$ cat config.mk
export PLATFORM = sky130hd
export DESIGN_NAME = varint_frame_deframer_core_flat
export DESIGN_NICKNAME = d
export VERILOG_FILES = /design/src/rtl/vfd_pkg.sv /design/src/rtl/vfd_in_if.sv /design/src/rtl/vfd_out_if.sv /design/src/rtl/vfd_cfg_if.sv /design/src/rtl/varint_frame_deframer_core.sv /design/src/flat_wrapper.sv
export SDC_FILE = /design/constraint.sdc
export NUM_CORES = 1
export LEC_CHECK = 0
export BUFFER_PORTS_ARGS = -buffer_cell sky130_fd_sc_hd__clkbuf_2
export CAP_MARGIN = 20
export CORE_MARGIN = 4
export CORE_UTILIZATION = 28
export DETAILED_ROUTE_END_ITERATION = 6
export MAX_ROUTING_LAYER = met4
export PLACE_DENSITY_LB_ADDON = 0.15
export SLEW_MARGIN = 25
export SYNTH_ARGS = -nofsm -noshare
export SYNTH_HDL_FRONTEND = slang
export SYNTH_SLANG_ARGS = --single-unit
$ cat constraint.sdc
create_clock -name clk -period 11.64 [get_ports clk]
set_input_delay 0.582 -clock clk [delete_from_list [all_inputs] [get_ports clk]]
set_output_delay 0.582 -clock clk [all_outputs]
set_load 0.05 [all_outputs]
$ cat src/rtl/vfd_pkg.sv
// Shared types and constants of the varint frame deframer.
package vfd_pkg;

	// Varint decoder limits
	localparam int MAX_VARINT_BYTES = 5;
	localparam int VB_W = $clog2(MAX_VARINT_BYTES);

	// Field widths
	localparam int BYTE_W = 8;
	localparam int FLEN_W = 22;
	localparam int ACC_W = 32;
	localparam int ULEN_W = 31;
	localparam int ERR_W = 2;

	// Configuration port
	localparam int CFG_IDX_W = 2;
	localparam int CFG_DATA_W = FLEN_W;
	localparam logic [CFG_IDX_W-1:0] CFG_COMPRESSION_ON = CFG_IDX_W'(0);
	localparam logic [CFG_IDX_W-1:0] CFG_MAX_FRAME_LENGTH = CFG_IDX_W'(1);
	localparam logic [FLEN_W-1:0] MAX_FRAME_LENGTH_RST = FLEN_W'(22'h200000);

	// Error codes
	localparam logic [ERR_W-1:0] ERR_NONE = 2'd0;
	localparam logic [ERR_W-1:0] ERR_VARINT_LONG = 2'd1;
	localparam logic [ERR_W-1:0] ERR_FRAME_LEN = 2'd2;
	localparam logic [ERR_W-1:0] ERR_TRUNCATED = 2'd3;

	// One result word
	typedef struct packed {
		logic [BYTE_W-1:0]       payload_byte;
		logic                    byte_valid;
		logic signed [ACC_W-1:0] packet_id;
		logic                    compressed;
		logic [ULEN_W-1:0]       uncompressed_length;
		logic                    frame_end;
		logic [ERR_W-1:0]        err_code;
	} vfd_res_t;

endpackage

$ cat src/rtl/vfd_in_if.sv
// Received byte channel.
interface vfd_in_if;
	import vfd_pkg::*;

	logic              valid;
	logic              ready;
	logic [BYTE_W-1:0] rx_byte;

	modport source (output valid, output rx_byte, input ready);
	modport sink (input valid, input rx_byte, output ready);
endinterface

$ cat src/rtl/vfd_out_if.sv
// Result channel: payload bytes, frame ends and errors.
interface vfd_out_if;
	import vfd_pkg::*;

	logic                    valid;
	logic                    ready;
	logic [BYTE_W-1:0]       payload_byte;
	logic                    byte_valid;
	logic signed [ACC_W-1:0] packet_id;
	logic                    compressed;
	logic [ULEN_W-1:0]       uncompressed_length;
	logic                    frame_end;
	logic [ERR_W-1:0]        err_code;

	modport source (output valid, output payload_byte, output byte_valid, output packet_id,
		output compressed, output uncompressed_length, output frame_end,
		output err_code, input ready);
	modport sink (input valid, input payload_byte, input byte_valid, input packet_id,
		input compressed, input uncompressed_length, input frame_end,
		input err_code, output ready);
endinterface

$ cat src/rtl/vfd_cfg_if.sv
// Configuration write channel.
interface vfd_cfg_if;
	import vfd_pkg::*;

	logic                  valid;
	logic                  ready;
	logic [CFG_IDX_W-1:0]  index;
	logic [CFG_DATA_W-1:0] value;

	modport source (output valid, output index, output value, input ready);
	modport sink (input valid, input index, input value, output ready);
endinterface

$ cat src/rtl/varint_frame_deframer_core.sv
// Varint length-prefixed frame deframer: top level.
//
// Usage:
//  data   : one received (decrypted) byte per word, valid/ready.
//  result : payload bytes, frame-end markers and error reports, valid/ready.
//  cfg    : register writes (0 compression_on, 1 max_frame_length); always ready,
//           write only while the block is idle. Unknown indexes are ignored.
// Each frame is a varint frame length, then (compression on) a data-length
// varint, then a packet id varint and payload, or a raw compressed body.
// A byte accepted into the input register is decoded from there, and its result,
// if any, is loaded into the result register. Throughput: one byte per cycle
// while no result waits on result.ready, set by the state update between the two registers.
// Bytes that produce no result (varint bytes) still pass through the input register.
// Reset: frame-length phase, compression off, max frame length 0x200000,
// no result pending. After any error no more results come until reset.
// Stall: while a result waits on result.ready, the input register holds one
// byte and data.ready drops once it is full; nothing is lost.
module varint_frame_deframer_core (
	input logic        clk,
	input logic        arst_n,
	vfd_in_if.sink     data,
	vfd_out_if.source  result,
	vfd_cfg_if.sink    cfg
);
	import vfd_pkg::*;

	localparam logic [2:0] PH_LEN     = 3'd0;
	localparam logic [2:0] PH_DLEN    = 3'd1;
	localparam logic [2:0] PH_PID     = 3'd2;
	localparam logic [2:0] PH_PAYLOAD = 3'd3;
	localparam logic [2:0] PH_RAW     = 3'd4;

	// Input stage
	logic              valid_s1;
	logic [BYTE_W-1:0] rx_byte_s1;
	// Configuration
	logic              compression_on_q;
	logic [FLEN_W-1:0] max_frame_length_q;
	// Frame state
	logic [2:0]        phase_q, phase_n;
	logic [ACC_W-1:0]  accum_q, accum_n;
	logic [VB_W-1:0]   vbytes_q, vbytes_n;
	logic [FLEN_W-1:0] bytes_left_q, bytes_left_n;
	logic [ACC_W-1:0]  current_id_q, current_id_n;
	logic [ULEN_W-1:0] data_length_q, data_length_n;
	logic              dead_q, dead_n;
	// Result stage
	logic              valid_s2;
	vfd_res_t          res_s2;

	logic              adv;
	logic              res_gen;
	vfd_res_t          res;
	logic [63:0]       grp_ext;
	logic [ACC_W-1:0]  feed_accum;
	logic              feed_done;
	logic              feed_long;
	logic              last;

	// Handshakes
	assign adv        = valid_s1 && (!valid_s2 || result.ready);
	assign data.ready = !valid_s1 || adv;
	assign cfg.ready  = 1'b1;

	// Input register
	always_ff @(posedge clk or negedge arst_n) begin
		if (!arst_n) begin
			valid_s1 <= 1'b0;
		end else if (data.valid && data.ready) begin
			valid_s1 <= 1'b1;
		end else if (adv) begin
			valid_s1 <= 1'b0;
		end
	end

	always_ff @(posedge clk) begin
		if (data.valid && data.ready) begin
			rx_byte_s1 <= data.rx_byte;
		end
	end

	// Configuration registers
	always_ff @(posedge clk or negedge arst_n) begin
		if (!arst_n) begin
			compression_on_q   <= 1'b0;
			max_frame_length_q <= MAX_FRAME_LENGTH_RST;
		end else if (cfg.valid && cfg.ready) begin
			if (cfg.index == CFG_COMPRESSION_ON) begin
				compression_on_q <= cfg.value[0];
			end else if (cfg.index == CFG_MAX_FRAME_LENGTH) begin
				max_frame_length_q <= cfg.value[FLEN_W-1:0];
			end
		end
	end

	// Byte decode and next state
	always_comb begin
		grp_ext    = {57'd0, rx_byte_s1[6:0]};
		feed_accum = accum_q | ACC_W'(grp_ext << (7 * vbytes_q));
		feed_done  = !rx_byte_s1[7];
		feed_long  = rx_byte_s1[7] && (vbytes_q == VB_W'(MAX_VARINT_BYTES - 1));
		last       = bytes_left_q <= FLEN_W'(1);

		phase_n       = phase_q;
		accum_n       = accum_q;
		vbytes_n      = vbytes_q;
		bytes_left_n  = bytes_left_q;
		current_id_n  = current_id_q;
		data_length_n = data_length_q;
		dead_n        = dead_q;
		res_gen       = 1'b0;
		res           = '0;

		if (!dead_q) begin
			unique case (phase_q)
				PH_LEN: begin
					if (feed_long) begin
						dead_n = 1'b1;
						res_gen = 1'b1;
						res.err_code = ERR_VARINT_LONG;
					end else if (!feed_done) begin
						accum_n  = feed_accum;
						vbytes_n = vbytes_q + VB_W'(1);
					end else if (feed_accum == '0 ||
						feed_accum > {{(ACC_W-FLEN_W){1'b0}}, max_frame_length_q}) begin
						dead_n = 1'b1;
						res_gen = 1'b1;
						res.err_code = ERR_FRAME_LEN;
					end else begin
						bytes_left_n = feed_accum[FLEN_W-1:0];
						accum_n  = '0;
						vbytes_n = '0;
						phase_n  = compression_on_q ? PH_DLEN : PH_PID;
					end
				end
				PH_DLEN, PH_PID: begin
					bytes_left_n = bytes_left_q - FLEN_W'(bytes_left_q != '0);
					if (feed_long) begin
						dead_n = 1'b1;
						res_gen = 1'b1;
						res.err_code = ERR_VARINT_LONG;
					end else if (!feed_done) begin
						if (last) begin
							dead_n = 1'b1;
							res_gen = 1'b1;
							res.err_code = ERR_TRUNCATED;
						end else begin
							accum_n  = feed_accum;
							vbytes_n = vbytes_q + VB_W'(1);
						end
					end else begin
						accum_n  = '0;
						vbytes_n = '0;
						if (phase_q == PH_DLEN) begin
							if (feed_accum == '0) begin
								// zero data length: packet id must follow
								if (last) begin
									dead_n = 1'b1;
									res_gen = 1'b1;
									res.err_code = ERR_TRUNCATED;
								end else begin
									phase_n = PH_PID;
								end
							end else begin
								data_length_n = feed_accum[ULEN_W-1:0];
								if (last) begin
									// compressed frame with empty raw body
									phase_n = PH_LEN;
									res_gen = 1'b1;
									res.compressed = 1'b1;
									res.uncompressed_length = feed_accum[ULEN_W-1:0];
									res.frame_end = 1'b1;
								end else begin
									phase_n = PH_RAW;
								end
							end
						end else begin
							current_id_n = feed_accum;
							if (last) begin
								phase_n = PH_LEN;
								res_gen = 1'b1;
								res.packet_id = feed_accum;
								res.frame_end = 1'b1;
							end else begin
								phase_n = PH_PAYLOAD;
							end
						end
					end
				end
				PH_RAW: begin
					bytes_left_n = bytes_left_q - FLEN_W'(bytes_left_q != '0);
					res_gen = 1'b1;
					res.payload_byte = rx_byte_s1;
					res.byte_valid = 1'b1;
					res.compressed = 1'b1;
					res.uncompressed_length = data_length_q;
					res.frame_end = last;
					if (last) begin
						phase_n = PH_LEN;
					end
				end
				PH_PAYLOAD: begin
					bytes_left_n = bytes_left_q - FLEN_W'(bytes_left_q != '0);
					res_gen = 1'b1;
					res.payload_byte = rx_byte_s1;
					res.byte_valid = 1'b1;
					res.packet_id = current_id_q;
					res.frame_end = last;
					if (last) begin
						phase_n = PH_LEN;
					end
				end
				default: begin
					phase_n = PH_LEN;
				end
			endcase
		end
	end

	// Frame state registers
	always_ff @(posedge clk or negedge arst_n) begin
		if (!arst_n) begin
			phase_q       <= PH_LEN;
			accum_q       <= '0;
			vbytes_q      <= '0;
			bytes_left_q  <= '0;
			current_id_q  <= '0;
			data_length_q <= '0;
			dead_q        <= 1'b0;
		end else if (adv) begin
			phase_q       <= phase_n;
			accum_q       <= accum_n;
			vbytes_q      <= vbytes_n;
			bytes_left_q  <= bytes_left_n;
			current_id_q  <= current_id_n;
			data_length_q <= data_length_n;
			dead_q        <= dead_n;
		end
	end

	// Result register
	always_ff @(posedge clk or negedge arst_n) begin
		if (!arst_n) begin
			valid_s2 <= 1'b0;
		end else if (adv && res_gen) begin
			valid_s2 <= 1'b1;
		end else if (result.ready) begin
			valid_s2 <= 1'b0;
		end
	end

	always_ff @(posedge clk) begin
		if (adv && res_gen) begin
			res_s2 <= res;
		end
	end

	assign result.valid               = valid_s2;
	assign result.payload_byte        = res_s2.payload_byte;
	assign result.byte_valid          = res_s2.byte_valid;
	assign result.packet_id           = res_s2.packet_id;
	assign result.compressed          = res_s2.compressed;
	assign result.uncompressed_length = res_s2.uncompressed_length;
	assign result.frame_end           = res_s2.frame_end;
	assign result.err_code            = res_s2.err_code;

	// Checks
	a_dead_silent: assert property (@(posedge clk) disable iff (!arst_n)
		dead_q && !valid_s2 |=> !valid_s2)
		else $error("result produced after error");

	a_err_kills: assert property (@(posedge clk) disable iff (!arst_n)
		adv && res_gen && res.err_code != ERR_NONE |=> dead_q)
		else $error("error reported without going dead");

	a_err_clean: assert property (@(posedge clk) disable iff (!arst_n)
		valid_s2 && res_s2.err_code != ERR_NONE |->
		!res_s2.byte_valid && !res_s2.frame_end && res_s2.payload_byte == '0)
		else $error("error result carries data");

	a_body_count: assert property (@(posedge clk) disable iff (!arst_n)
		phase_q != PH_LEN && !dead_q |-> bytes_left_q != '0)
		else $error("body phase with no bytes left");

	a_vbytes_range: assert property (@(posedge clk) disable iff (!arst_n)
		vbytes_q < VB_W'(MAX_VARINT_BYTES))
		else $error("varint byte count out of range");

endmodule
$ cat src/flat_wrapper.sv
// flat-port wrapper written by rule: the top's interface ports become plain ports
module varint_frame_deframer_core_flat import vfd_pkg::*;
  (clk, arst_n, data_valid, data_rx_byte, data_ready, result_valid, result_payload_byte, result_byte_valid, result_packet_id, result_compressed, result_uncompressed_length, result_frame_end, result_err_code, result_ready, cfg_valid, cfg_index, cfg_value, cfg_ready);
  vfd_in_if data_i ();
  vfd_out_if result_i ();
  vfd_cfg_if cfg_i ();
  input logic clk;
  input logic arst_n;
  input wire logic [$bits(data_i.valid)-1:0] data_valid;
  input wire logic [$bits(data_i.rx_byte)-1:0] data_rx_byte;
  output wire logic [$bits(data_i.ready)-1:0] data_ready;
  output wire logic [$bits(result_i.valid)-1:0] result_valid;
  output wire logic [$bits(result_i.payload_byte)-1:0] result_payload_byte;
  output wire logic [$bits(result_i.byte_valid)-1:0] result_byte_valid;
  output wire logic [$bits(result_i.packet_id)-1:0] result_packet_id;
  output wire logic [$bits(result_i.compressed)-1:0] result_compressed;
  output wire logic [$bits(result_i.uncompressed_length)-1:0] result_uncompressed_length;
  output wire logic [$bits(result_i.frame_end)-1:0] result_frame_end;
  output wire logic [$bits(result_i.err_code)-1:0] result_err_code;
  input wire logic [$bits(result_i.ready)-1:0] result_ready;
  input wire logic [$bits(cfg_i.valid)-1:0] cfg_valid;
  input wire logic [$bits(cfg_i.index)-1:0] cfg_index;
  input wire logic [$bits(cfg_i.value)-1:0] cfg_value;
  output wire logic [$bits(cfg_i.ready)-1:0] cfg_ready;
  assign data_i.valid = data_valid;
  assign data_i.rx_byte = data_rx_byte;
  assign data_ready = data_i.ready;
  assign result_valid = result_i.valid;
  assign result_payload_byte = result_i.payload_byte;
  assign result_byte_valid = result_i.byte_valid;
  assign result_packet_id = result_i.packet_id;
  assign result_compressed = result_i.compressed;
  assign result_uncompressed_length = result_i.uncompressed_length;
  assign result_frame_end = result_i.frame_end;
  assign result_err_code = result_i.err_code;
  assign result_i.ready = result_ready;
  assign cfg_i.valid = cfg_valid;
  assign cfg_i.index = cfg_index;
  assign cfg_i.value = cfg_value;
  assign cfg_ready = cfg_i.ready;
  varint_frame_deframer_core u_core (.clk(clk), .arst_n(arst_n), .data(data_i), .result(result_i), .cfg(cfg_i));
endmodule
==> metrics.txt, run 1 <==
Slew Limit Fails 0; Std-Cell Rows 73; Longest Clk Path Bufs 3; post-synth top area share 0.3262; ys flop type dfrtp_1; cell family with most CP delay simple AND/OR/NAND/NOR gates; TritonCTS clock tree done; Clock transition at path regs 0.06 ns; worst path bufs/invs 3; post-route ant nets 0; WL/cell 20.17 microns; Starting Density 0.2844; outcome completed; CP Class reg -> reg; IO buf count 114; Synth warnings 0; leakage power 5.530 nW; Setup Skew 0.01122 ns; Initial DRT Pass Iterations 5; first-pass GRT wire length 54500 microns; top cells by area, synth dfrtp_1 33%, edfxtp_1 22%, a21oi_1 4.4%, nor2_1 4.2%, nand2_1 3.2%; Nets 1280; hold_ws 0.1261 ns; number of cells after detailed placement about 1700; DP Area approximately 12000 sq um; count leader, synth dfrtp_1; Slew headroom 0.3315; Remaining Overflow, GRT 0; Crit. Startpoint u_core.vbytes_q[1]; CTS Hold Bufs 0; critical-path cell list nor4bb_1, nor2_1, inv_1, ha_1, nand4_1, nor4_1, a21oi_1, a211oi_2, o211a_1, o21a_1, nor2_4, buf_4, buf_12; post-synthesis register bit count 233; Final HPWL DP 24200 microns; DP Worst Slack 6.133 ns; Area Overhead vs Synth 18.91%; Final Setup Violations 0; Ports 116; vias in the first global route 8815; Final Core Density 0.3382; Clock H-tree levels 1; Worst Hold Class in -> async; Crit. End Element register; slowest CP cell dfrtp_1; Setup TNS 0 ns; Fillers 4060; commonest cells in the netlist 148 x dfrtp_1, 127 x nor2_1, 100 x a21oi_1; R2R Path Start u_core.vbytes_q[1]; worst path arrival time 5.77 ns; Routed WL about 36000 microns; final period utilization 0.4728; Die X about 210 microns; Post-synth EDFFs 84; Worst EP required 11.90 ns; share of cells above drive strength 1 0.1866; largest net degree at the start of global routing 84; clock latency on the worst-skew pair 0.54 ns; register area share after synthesis 0.5507; Startpoint Class register; routed via count just under 9000; Antenna diodes 0; final hold vios 0; Max stage delay on crit path 1.00 ns; Slew @ Worst Pin 1.003 ns; Synth Instances 1126; gp weighted congestion 0.8248; drt drc 0; CTS sink count about 230; Iteration-0 DRC Markers 637; Syn Area/Cell 10.08 sq um; clk root buf clkbuf_16; max-cap violations 0; ys async rst share 0.6395; Worst Path Max Fanout 45; initial antenna violation count 0; vias per cell around 5.0; Post-Layout Inst Area 13500 sq um; cell taking the most area after synthesis dfrtp_1; Pwr Total 3.991 mW; die area 43830 sq um; CTS buffer count 28; Mapped Area 11350 sq um; Pwr Density between 200 and 300 nW/um^2; unrepaired setup endpoints after global routing false; post-CTS sizing 0; Worst IR Drop VDD 0.00009027 V; Finished Layout Cells about 1800; minimum clock period 5.503 ns; DIE HEIGHT 209.4 microns; post-CTS setup buffers 0; GRT Overall Usage 0.1621; Cell variety after synth 73; Core Area 39910 sq um; fmax around 0.18 GHz; Final WS setup between 6 and 7 ns; Net Count, Synth ~1200
[area by class of cell]
| type | count | area (sq um) | share of cell area |
|---|---|---|---|
| Inverter | 77 | 289.0 | 0.02141 |
| Sequential cell | 233 | 6252 | 0.4631 |
| Clock buffer | 35 | 758.2 | 0.05616 |
| Timing Repair Buffer | 132 | 728.2 | 0.05394 |
| Multi-Input combinational cell | 745 | 4554 | 0.3374 |
| Clock inverter | 16 | 261.5 | 0.01937 |
| Tap cell | 525 | 656.9 | 0.04866 |
[path summary, 6_finish.rpt]
| check | endpoint | slack (ns) | depth (start not counted) |
|---|---|---|---|
| min in group clk | u_core.rx_byte_s1[3] | 0.22 | 1 |
| min | u_core.max_frame_length_q[14] | 0.13 | 1 |
| min reg2reg | u_core.current_id_q[25] | 0.48 | 2 |
| max in group asynchronous | u_core.current_id_q[11] | 10.34 | 2 |
| max reg2reg | u_core.result.uncompressed_length[22] | 6.14 | 13 |
| max | u_core.result.uncompressed_length[22] | 6.14 | 13 |
[layer usage]
metal / up-vias / GRT usage / part of all wire
met5: - / - / 0
met4: 0 / 0.03353 / 0.018
met3: 43 / 0.02362 / 0.046
met2: 202 / 0.2663 / 0.49
met1: 4352 / 0.2155 / 0.45
li1: 4241 / - / -
[layout by cell type (no fill, tap or decap), types with 24 or more instances in the layout]
cell / count
dfrtp_1: 148
o21ai_1: 34
a22oi_1: 24
nor2_1: 125
clkbuf_2: 113
o211ai_1: 25
ha_1: 26
nand2_1: 97
clkbuf_16: 29
o21ai_0: 71
edfxtp_1: 84
a21oi_1: 98
inv_1: 76
mux2_2: 24
[registers in the layout (all words and copies together) (netlist names)]
| register | flops |
|---|---|
| u_core.result.uncompressed_length | 31 |
| u_core.accum_q | 32 |
| u_core.valid_s1 | 1 |
| u_core.vbytes_q | 3 |
| u_core.result.compressed | 1 |
| u_core.result.payload_byte | 8 |
| u_core.result.packet_id | 32 |
| u_core.result.err_code | 2 |
| u_core.result.valid | 1 |
| u_core.max_frame_length_q | 22 |
| u_core.rx_byte_s1 | 8 |
| u_core.data_length_q | 31 |
| u_core.result.byte_valid | 1 |
| u_core.bytes_left_q | 22 |
| u_core.result.frame_end | 1 |
| u_core.dead_q | 1 |
| u_core.phase_q | 3 |
| u_core.compression_on_q | 1 |
| u_core.current_id_q | 32 |
[cells by family (layout without fill, tap and decap cells)]
| kind of cell | Yosys count | count (layout) | synth area share |
|---|---|---|---|
| multiplexers | 29 | 29 | 0.02821 |
| flip-flops | 233 | 233 | 0.5507 |
| XOR/XNOR | 1 | 1 | 0.0007716 |
| adder cells (fa/ha/maj) | 26 | 26 | 0.02865 |
| AND/OR/NAND/NOR | 361 | 361 | 0.1616 |
| buffers and inverters | 148 | 260 | 0.05191 |
| other | 1 | 1 | 0.0003303 |
| AO/OA/AOI/OAI | 327 | 327 | 0.1779 |
[where the power goes]
group / leakage (nW) / switching, mW / internal, mW / total [mW]
combinational: 2.38 / 1.17 / 0.453 / 1.62
sequential: 2.65 / 0.228 / 1.17 / 1.40
clock: 0.501 / 0.357 / 0.615 / 0.972
Power figures use the tool's default switching activity.
==> run 2: changes to the inputs <==
Settings changed: ABC_AREA set to 1.
Clock period 11.64 ns to 5.1 ns, I/O delays scaled along.
==> run 2 against run 1 <==
Total power grew 8.2%. Register-to-register slack got worse by 5.1 ns. Sequential power grew 42%. Synthesized cell count is 22% higher. Global-route usage grew 1.4 points. Worst setup slack worse by 5.1 ns. Cell area rose by 5.2%. Largest cell class unchanged. Largest power group is now the clock network. Highest routed layer unchanged.
==> metrics.txt, run 2 <==
Post-synth EDFFs 84 (unchanged); hold path startpoint result_ready; most common library cell in the layout ignoring fill and taps nand2_1 (was dfrtp_1); Endpoint, Worst Hold u_core.result.valid; fmax 0.2440 GHz (was 0.1817 GHz); Synth Instances 1372 (was 1126); Longest Clk Path Bufs 3 (unchanged); Std-Cell Rows 74 (was 73); CTS buffer count 28 (unchanged); Mapped Area 11800 sq um (was 11350 sq um); gp weighted congestion 0.8660 (was 0.8248); Remaining Overflow, GRT 0 (unchanged); WL/cell 18.79 microns (was 20.17 microns); Post-Layout Inst Area 14200 sq um (was 13500 sq um); Storage cell area 6254 sq um (was 6252 sq um); ys flop type dfrtp_1 (unchanged); Core Area 41290 sq um (was 39910 sq um); leakage power 6.615 nW (was 5.530 nW); Ports 116 (unchanged); Clock transition at path regs 0.06 ns (about the same); Crit. End Element register (unchanged); Final HPWL DP 27250 microns (was 24200 microns); Worst IR Drop VDD 0.0002039 V (was 0.00009027 V); FF-to-FF path depth 17 (was 13); Clock H-tree levels 1 (unchanged); Slew headroom 0.3145 (was 0.3315); Routed WL 38750 microns (was 35560 microns); post-synthesis register bit count 233 (unchanged); Nets 1571 (was 1280); slowest CP cell o21bai_1 (was dfrtp_1); CTS Hold Bufs 35 (was 0); number of cells after detailed placement 1975 (was 1711); ys async rst share 0.6395 (unchanged); post-CTS setup buffers 0 (unchanged); FF-to-FF setup slack 1.00 ns (was 6.14 ns); vias in the first global route 9600 (was 8815); outcome completed (unchanged); post-synth top area share 0.3138 (was 0.3262); unrepaired setup endpoints after global routing false (unchanged); Startpoint Class register (unchanged); worst path arrival time 4.35 ns (was 5.77 ns); Fillers 4308 (was 4060); Finished Layout Cells 2062 (was 1763); Final Setup Violations 0 (unchanged); largest net degree at the start of global routing 69 (was 84); commonest non-fill, non-tap cells in the layout 311 x nand2_1, 170 x nor2_1, 156 x inv_1 (was 148 x dfrtp_1, 125 x nor2_1, 113 x clkbuf_2); Setup TNS 0 ns (unchanged); DP Area 12900 sq um (was 12460 sq um); clock latency on the worst-skew pair 0.56 ns (was 0.54 ns); cell taking the most area after synthesis dfrtp_1 (unchanged); Worst Hold Class in -> reg (was in -> async); Syn Area/Cell 8.602 sq um (was 10.08 sq um); critical-path cell list inv_2, nand2_1, o21bai_1, ha_1, a21oi_1, o21ai_0, nor2_1, nand2_1, nand2_1, nand2_1, nand2_2, nand3_1, nand3_1, nand2_1, nand2_1, clkinv_2, buf_12 (was nor4bb_1, nor2_1, inv_1, ha_1, nand4_1, nor4_1, a21oi_1, a211oi_2, o211a_1, o21a_1, nor2_4, buf_4, buf_12); top cells by area, synth dfrtp_1 31%, edfxtp_1 21%, nand2_1 9.9%, nor2_1 5.5%, inv_1 5.0% (was dfrtp_1 33%, edfxtp_1 22%, a21oi_1 4.4%, nor2_1 4.2%, nand2_1 3.2%); reg2reg end u_core.result.uncompressed_length[8] (was u_core.result.uncompressed_length[22]); post-CTS sizing 0 (unchanged); GRT Overall Usage 0.1757 (was 0.1621); vias per cell 4.694 (was 5.013); minimum clock period 4.098 ns (was 5.503 ns); post-route ant nets 0 (unchanged); count leader, synth nand2_1 (was dfrtp_1); Slew Limit Fails 0 (unchanged); Synth warnings 0 (unchanged); Starting Density 0.2858 (was 0.2844); worst hold stages 4; Worst Path Max Fanout 59 (was 45); routed via count 9679 (was 8838); Antenna diodes 0 (unchanged); Net Count, Synth 1435 (was 1189); share of cells above drive strength 1 0.1510 (was 0.1866); DIE HEIGHT 213.3 microns (was 209.4 microns); Pwr Density 304.0 nW/um^2 (was 295.6 nW/um^2); max-cap violations 0 (unchanged); cell family with most CP delay compound AO/OA/AOI/OAI gates (was simple AND/OR/NAND/NOR gates); commonest cells in the netlist 311 x nand2_1, 173 x nor2_1, 157 x inv_1 (was 148 x dfrtp_1, 127 x nor2_1, 100 x a21oi_1); clk root buf clkbuf_16 (unchanged); CTS sink count 233 (unchanged); Multi-input gate area 4588 sq um (was 4554 sq um); Cell variety after synth 43 (was 73); Worst EP required 5.35 ns (was 11.90 ns); Die X 213.3 microns (was 209.4 microns); DP Worst Slack 1.027 ns (was 6.133 ns); die area 45500 sq um (was 43830 sq um); Pwr Total 4.318 mW (was 3.991 mW); first-pass GRT wire length 59790 microns (was 54500 microns); Crit path top cell by count nand2_1; final period utilization 0.8036 (was 0.4728); Setup Skew 0.01595 ns (was 0.01122 ns); Slew @ Worst Pin 1.022 ns (was 1.003 ns); Iteration-0 DRC Markers 699 (was 637); TritonCTS clock tree done (unchanged); initial antenna violation count 0 (unchanged); Area Overhead vs Synth 20.35% (was 18.91%); IO buf count 114 (unchanged); Final WS setup 1.002 ns (was 6.137 ns); register area share after synthesis 0.5297 (was 0.5507); final hold vios 0 (unchanged); drt drc 0 (unchanged); Max stage delay on crit path 0.69 ns (was 1.00 ns); CP Class reg -> reg (unchanged); worst path bufs/invs 3 (unchanged); Initial DRT Pass Iterations 5 (unchanged); R2R Path Start u_core.vbytes_q[0] (was u_core.vbytes_q[1])
[run 2: cell count changes after synthesis, moves of 13 or more]
| cell | before | now |
|---|---|---|
| a21oi_1 | 100 | 81 |
| nor2_1 | 127 | 173 |
| nand4_1 | 15 | 38 |
| o22ai_1 | 2 | 23 |
| buf_6 | 0 | 13 |
| o211ai_1 | 25 | 2 |
| mux2_2 | 24 | 0 |
| a22oi_1 | 24 | 0 |
| inv_1 | 76 | 157 |
| nand3_1 | 14 | 40 |
| a221o_1 | 13 | 0 |
| nand2_1 | 97 | 311 |
| o21ai_1 | 34 | 17 |
| o21ai_2 | 0 | 22 |
[run 2: report_power, final]
group          total, mW  leakage (nW)  switching (mW)  internal [mW]
clock network       2.08         0.470           0.818           1.26
registers           1.99          2.80          0.0196           1.97
logic              0.249          3.35           0.170         0.0790
total               4.32          6.61            1.01           3.31
[run 2: metrics by stage]
stage	util	hold WS, ns
5_1_grt	0.3440	0.04289
6_report	0.3440	0.03618
4_1_cts	0.3440	0.03022
2_1_floorplan	-	-0.04059
3_3_place_gp	0.3123	0.1656
3_5_place_dp	0.3123	0.1631
[run 2: kinds of logic after synthesis]
group	share of synthesized area
buffers and inverters	0.08375
AND/OR/NAND/NOR	0.2118
flip-flops	0.5297
multiplexers	0.003392
other	0.0003177
XOR/XNOR	0.01262
adder cells (fa/ha/maj)	0.02756
AO/OA/AOI/OAI	0.1308
[run 2: worst max path at each step]
stage	startpoint	end	slack, ns	cells past startpoint
floorplan	u_core.vbytes_q[2]	u_core.result.byte_valid	1.12	22
global placement	u_core.vbytes_q[0]	u_core.result.uncompressed_length[8]	1.05	17
detailed placement	u_core.vbytes_q[0]	u_core.result.uncompressed_length[5]	1.03	17
CTS	u_core.vbytes_q[0]	u_core.result.uncompressed_length[15]	1.00	17
global route	u_core.vbytes_q[0]	u_core.result.uncompressed_length[15]	0.66	23
finish	u_core.vbytes_q[0]	u_core.result.uncompressed_length[8]	1.00	17
[run 2: cell type report]
cell class | instances | share of cell area
inverter | 161 | 0.04263
sequential | 233 | 0.4402
tap | 532 | 0.04686
clock inverter | 18 | 0.01356
clock buffer | 34 | 0.05382
timing repair buffer | 175 | 0.07989
multi-input combinational | 909 | 0.3230
[run 2: layer usage]
layer  vias up  routed length, microns  global-route usage
met2       200                   18060              0.2834
met5         -                       0                   -
met1      4648                   18260              0.2407
li1       4781                       -                   -
met3        50                    1591             0.02072
met4         0                     836             0.03664
[run 2: worst min-delay path, stage by stage]
cell and delay (ns):
clkbuf_2 0.07, inv_1 0.04, nand2_1 0.09, nand2_1 0.08
